--- src/hw/rtl/whmv_pkg.sv ---
// Shared types and constants for the windowed history mean and variance block.
package whmv_pkg;

    localparam int WIN_W        = 11;
    localparam int START_W      = 10;
    localparam int SAMPLE_W     = 16;
    localparam int SAMPLE_MAX_W = 24;
    localparam int MEAN_W       = 24;
    localparam int VAR_W        = 39;
    localparam int CNT_OUT_W    = 11;
    localparam int FRAC_BITS    = 8;
    localparam int DVS_W        = 3 * WIN_W;

    localparam logic CMD_PUSH  = 1'b0;
    localparam logic CMD_QUERY = 1'b1;

    localparam logic [VAR_W-1:0]  VAR_MAX  = {VAR_W{1'b1}};
    localparam logic [MEAN_W-1:0] MEAN_MAX = {1'b0, {(MEAN_W-1){1'b1}}};
    localparam logic [MEAN_W-1:0] MEAN_MIN = {1'b1, {(MEAN_W-1){1'b0}}};

    typedef struct packed {
        logic                       cmd;
        logic signed [SAMPLE_W-1:0] sample;
        logic                       sample_valid;
        logic [WIN_W-1:0]           window_size;
        logic [START_W-1:0]         start_ago;
    } item_t;

    typedef struct packed {
        logic signed [MEAN_W-1:0] mean_q8;
        logic [VAR_W-1:0]         variance_q8;
        logic [CNT_OUT_W-1:0]     used_count;
        logic                     window_error;
    } result_t;

    // Commands from the controller to the datapath.
    typedef struct packed {
        logic push;
        logic query;
        logic load;
        logic reload;
        logic issue;
        logic div_start;
        logic div_sel_var;
        logic mean_cap;
        logic var_cap;
        logic out_load;
    } dp_cmd_t;

    // Status from the datapath to the controller.
    typedef struct packed {
        logic w_zero;
        logic remain_zero;
        logic pipe_empty;
        logic div_done;
        logic out_free;
    } dp_stat_t;

endpackage

--- src/hw/rtl/whmv_ctrl.sv ---
// Controller state machine that sequences pushes, the two history passes and the divisions.
module whmv_ctrl (
    input  logic               clk,
    input  logic               rst_n,
    input  logic               item_valid,
    input  logic               item_cmd,
    output logic               item_stall,
    output whmv_pkg::dp_cmd_t  cmd,
    input  whmv_pkg::dp_stat_t stat
);
    import whmv_pkg::*;

    typedef enum logic [10:0] {
        S_IDLE      = 11'b000_0000_0001,
        S_SETUP     = 11'b000_0000_0010,
        S_SUM       = 11'b000_0000_0100,
        S_SUM_DRAIN = 11'b000_0000_1000,
        S_SQ        = 11'b000_0001_0000,
        S_SQ_DRAIN  = 11'b000_0010_0000,
        S_DIVM_GO   = 11'b000_0100_0000,
        S_DIVM_WAIT = 11'b000_1000_0000,
        S_DIVV_GO   = 11'b001_0000_0000,
        S_DIVV_WAIT = 11'b010_0000_0000,
        S_FINISH    = 11'b100_0000_0000
    } state_t;

    state_t state_reg;
    state_t state_next;

    // Items are taken only while no query is in progress.
    assign item_stall = (state_reg != S_IDLE);

    // Next state and command decode.
    always_comb
    begin
        state_next = state_reg;
        cmd        = '0;
        case (state_reg)
            S_IDLE:
            begin
                if (item_valid)
                begin
                    if (item_cmd == CMD_QUERY)
                    begin
                        cmd.query  = 1'b1;
                        state_next = S_SETUP;
                    end
                    else
                    begin
                        cmd.push = 1'b1;
                    end
                end
            end
            S_SETUP:
            begin
                cmd.load   = 1'b1;
                state_next = stat.w_zero ? S_FINISH : S_SUM;
            end
            S_SUM:
            begin
                if (stat.remain_zero)
                    state_next = S_SUM_DRAIN;
                else
                    cmd.issue = 1'b1;
            end
            S_SUM_DRAIN:
            begin
                cmd.reload = 1'b1;
                if (stat.pipe_empty)
                    state_next = S_SQ;
            end
            S_SQ:
            begin
                if (stat.remain_zero)
                    state_next = S_SQ_DRAIN;
                else
                    cmd.issue = 1'b1;
            end
            S_SQ_DRAIN:
            begin
                if (stat.pipe_empty)
                    state_next = S_DIVM_GO;
            end
            S_DIVM_GO:
            begin
                cmd.div_start = 1'b1;
                state_next    = S_DIVM_WAIT;
            end
            S_DIVM_WAIT:
            begin
                if (stat.div_done)
                begin
                    cmd.mean_cap = 1'b1;
                    state_next   = S_DIVV_GO;
                end
            end
            S_DIVV_GO:
            begin
                cmd.div_start   = 1'b1;
                cmd.div_sel_var = 1'b1;
                state_next      = S_DIVV_WAIT;
            end
            S_DIVV_WAIT:
            begin
                if (stat.div_done)
                begin
                    cmd.var_cap = 1'b1;
                    state_next  = S_FINISH;
                end
            end
            S_FINISH:
            begin
                if (stat.out_free)
                begin
                    cmd.out_load = 1'b1;
                    state_next   = S_IDLE;
                end
            end
            default:
            begin
                state_next = S_IDLE;
            end
        endcase
    end

    // State register.
    always_ff @(posedge clk or negedge rst_n)
    begin
        if (!rst_n)
            state_reg <= S_IDLE;
        else
            state_reg <= state_next;
    end

endmodule

--- config.mk ---
export PLATFORM = sky130hd
export DESIGN_NAME = whmv_ctrl
export DESIGN_NICKNAME = d
export VERILOG_FILES = /design/src/hw/rtl/whmv_pkg.sv /design/src/hw/rtl/whmv_ctrl.sv
export SDC_FILE = /design/constraint.sdc
export NUM_CORES = 1
export LEC_CHECK = 0
export ABC_AREA = 1
export BUFFER_PORTS_ARGS = -buffer_cell sky130_fd_sc_hd__buf_4
export CAP_MARGIN = 20
export CORE_MARGIN = 2
export CORE_UTILIZATION = 40
export DETAILED_ROUTE_END_ITERATION = 8
export SYNTH_ARGS = -nofsm -noshare
export SYNTH_HDL_FRONTEND = slang
export SYNTH_SLANG_ARGS = --single-unit
--- constraint.sdc ---
create_clock -name clk -period 2.51 [get_ports clk]
set_clock_uncertainty 0.2 [all_clocks]
set_input_delay 0 -clock clk [delete_from_list [all_inputs] [get_ports clk]]
set_output_delay 0 -clock clk [all_outputs]
set_load 0.02 [all_outputs]
### Yosys cells after proc, flatten, opt, wreduce, memory -nomap -nowiden

Cells that the tools add are included.

* bits in registers: 11
* bits of input ports: 9
* output and inout port bits: 11
* logic and storage cells: 51

* eq/ne operators: 21
* multiplexer cells: 26
* reduce and logical (&&, ||, !) cells: 3

Operator list (number)
* $pmux 11 s11: 1
* $mux 11: 10
* $ne 2x2->1 const B: 9
* $mux 1: 13
* $eq 11x1->1 const B: 1
* $eq 11x10->1 const B: 1
* $eq 11x11->1 const B: 1
* $eq 11x2->1 const B: 1
* $eq 11x3->1 const B: 1
* $eq 11x4->1 const B: 1
* $eq 11x5->1 const B: 1
* $eq 11x6->1 const B: 1
* $eq 11x7->1 const B: 1
* $eq 11x8->1 const B: 1
* $eq 11x9->1 const B: 1
* $ne 11x1->1 const B: 1
* $reduce_and 9->1: 1
* $mux 2: 2
* $reduce_or 2->1: 2

### Logic depth before layout (Yosys ltp)

* depth in word-level cells: 3
* mapped depth: 11
* mapped depth without buffers: 11

### Least setup slack after synthesis

Ideal clock, no wire load.

* path kind: reg-to-output
* start point: reg state_reg[8]
* end point: out cmd[8] in the netlist's numbering
* data arrival time: 1.433 ns
* data required time: 2.310 ns
* slack: 0.877 ns
* stages on the path, launching flop included: 8
* path buffers: 0
* cell sequence: dfrtp_1 nor2_2 nand2_2 nor2_2 nand2_1 inv_1 nand2_1 nor2_1

RTL lines
* start: declaration: RTL line whmv_ctrl.sv:27 `state_t state_reg;`
* start signal: assignment: RTL line whmv_ctrl.sv:132 `state_reg <= state_next;`
* end: declaration: RTL line whmv_ctrl.sv:8 `output whmv_pkg::dp_cmd_t cmd,`

==> summary.md <==
| Metric | Value |
|---|---|
| Outcome | finished clean |
| Slew Viols, Final | 0 |
| Final hold slack | 12.5 ps |
| GRT Total Usage | 17.8% |
| Area added between synthesis and finish | 30.3% |
| Residual DRC | 0 |
| GRT overflow | 0 |
| Wire length per cell | ~10 um |
| Die width | slightly above 50 um |
| Register area share after synthesis | 31.9% |
| Total wire length | ~2.0 mm |
| Crit end category | primary output |
| Mapped Cells | 139 |
| Drt initial violations | 21 |
| Min Tclk post-route | 1900 ps |
| Synthesized flop and latch total | 11 |
| Final #Nets | 178 |
| Core ar. | 0.00200 sq mm |
| Max reg flops | 11 |
| Clock Latency Late Sink | 270 ps |
| H-tree depth | 1 |
| Root buffer cell | clkbuf_4 |
| Synth Cell Area | just under 900 sq um |
| Clock-pin transition on the worst setup and hold timing paths | 70 ps |
| Startpoint types | flop |
| IO buf count | 19 |
| Cts bufs inserted | 3 |
| Post-CTS Repair Setup Buffers | 0 |
| Max cap viols | 0 |
| Worst setup margin | 606 ps |
| Relative slew slack | 67.1% |
| Largest net degree at the start of global routing | 11 |
| Dpl cells | 185 |
| Worst-path maximum fanout | 5 |
| Dpl ws | 711 ps |
| Core Util, Final | 56.4% |
| Layout cell share with drive strength beyond 1 | 30.4% |
| Number of cell rows | 16 |
| Mapped Avg Cell Area | 6.24 sq um |
| Peak VDD IR | 578 uV |
| CP Data Arrival Time | 1700 ps |
| CTS tree | done |
| Routed vias/inst | about 4.5 |
| Final worst-path cycle share | between 70% and 80% |
| Leakage | 0.672 nW |
| Count of cell types in the netlist | 16 |
| Hold Path Class | primary input to asynchronous set/reset pin |
| First-pass GRT wire length | around 3.5 mm |
| Area post-placement | 0.00104 sq mm |
| Routability Congestion | 0.906 |
| Worst EP required | 2310 ps |
| Detailed Place HPWL | approximately 1.7 mm |
| Initial core utilization | 43.3% |
| RSZ-0062 raised after global routing | no |
| Bufs on Longest Clock Path | 2 |
| Pwr Density | 741 mW/mm^2 |
| FMAX | about 530 MHz |
| Remaining antenna violation count | 0 |
| Setup violators final | 0 |
| DRT Pass-1 Iters | 4 |
| Full die area | 0.00256 sq mm |
| Vias in the first global route | 861 |
| Reg2Reg Setup Slack | ~710 ps |
| Worst slew pin tran | approximately 500 ps |
| Antenna cells | 0 |
| Height of the die | 50.6 um |
| # IOs | 20 |
| Synth area leader | dfrtp_1 |
| YS warnings | 0 |
| Synth top area cells | dfrtp_1 (29%), nand2_1 (13%), inv_1 (13%) |
| Via count | roughly 880 |
| Fillers | 216 |
| Initial antenna violation count | 0 |
| Final non-filler cell total | 195 |
| Setup tns final | 0 ps |
| Final Cell Area | 0.00113 sq mm |
| Fin. Hold Viols | 0 |
| Sink Count | 11 |
| Overall power | 0.838 mW |
| WS Path Type | flop to primary output |
| Mapped Nets | 148 |
| Synth top area share | 28.9% |
[final timing paths]
kind	from	endpoint	cells past startpoint
max	state_reg[8]$_DFFE_PN0P_	cmd[9]	8
min	rst_n	state_reg[0]$_DFFE_PN1P_	2
max reg2reg	state_reg[8]$_DFFE_PN0P_	state_reg[5]$_DFFE_PN0P_	10
min reg2reg	state_reg[0]$_DFFE_PN1P_	state_reg[0]$_DFFE_PN1P_	2
max in group asynchronous	rst_n	state_reg[2]$_DFFE_PN0P_	3
min in group clk	stat[2]	state_reg[6]$_DFFE_PN0P_	7
[layer usage]
layer | up-vias | track usage (%) | part of all wire [%]
li1 | 469 | - | -
met5 | - | 0 | 0
met3 | 2 | 5.36 | 5.1
met2 | 22 | 33.6 | 51
met1 | 390 | 20.4 | 43
met4 | 0 | 1.35 | 0.49
[cells in the final DEF (no fill, tap or decap)]
cell type       n
nand2_1        31
inv_1          29
nor2_1         25
buf_4          19
nand2_2        14
dfrtp_1        10
nand3_1         8
nor2_2          7
dlygate4sd3_1   6
o21ai_2         3
o21ai_0         3
clkbuf_4        3
nor3_1          2
nand2_4         2
nor2_4          1
a21oi_1         1
inv_2           1
nand4_1         1
clkbuf_1        1
dfstp_2         1
[cells by family (layout without fill, tap and decap cells)]
logic type             count (synthesis)  after routing  synth area share (%)
AND/OR/NAND/NOR                       91             91                  49.8
buffers and inverters                 30             59                  13.0
flip-flops                            11             11                  31.9
AO/OA/AOI/OAI                          7              7                  5.34
[Yosys cell counts]
cell type and instances:
nand2_2 14, nor2_4 1, dfstp_2 1, nand2_4 2, inv_2 1, nor3_1 2, nand3_1 8, a21oi_1 1
nand4_1 1, o21ai_0 3, nor2_2 7, nor2_1 25, o21ai_2 3, nand2_1 31, inv_1 29, dfrtp_1 10
[timing repair]
item,CTS,global route
hold endpoints to repair,17,0
hold buffers,6,0
resized for setup,0,0
[area by class of cell]
cell class / count / area (sq um) / share of cell area (%)
Multi-Input combinational cell: 98 / 478 / 42.3
Sequential cell: 11 / 277 / 24.5
Timing Repair Buffer: 25 / 203 / 17.9
Inverter: 30 / 113 / 9.97
Tap cell: 27 / 33.8 / 2.99
Clock buffer: 4 / 26.3 / 2.33
[power breakdown]
part / internal, mW / switching, mW
clock network: 0.0614 / 0.0569
registers: 0.209 / 0.0219
logic: 0.163 / 0.325
[worst max-delay path, stage by stage (launching register included)]
cell     delay (ps)
dfrtp_1         420
nor2_2          130
nand2_2          90
nor2_2          220
nand2_1         150
inv_1           100
nand2_1          70
nor2_1          100
buf_4           150
(Power assumes the default switching activity.)
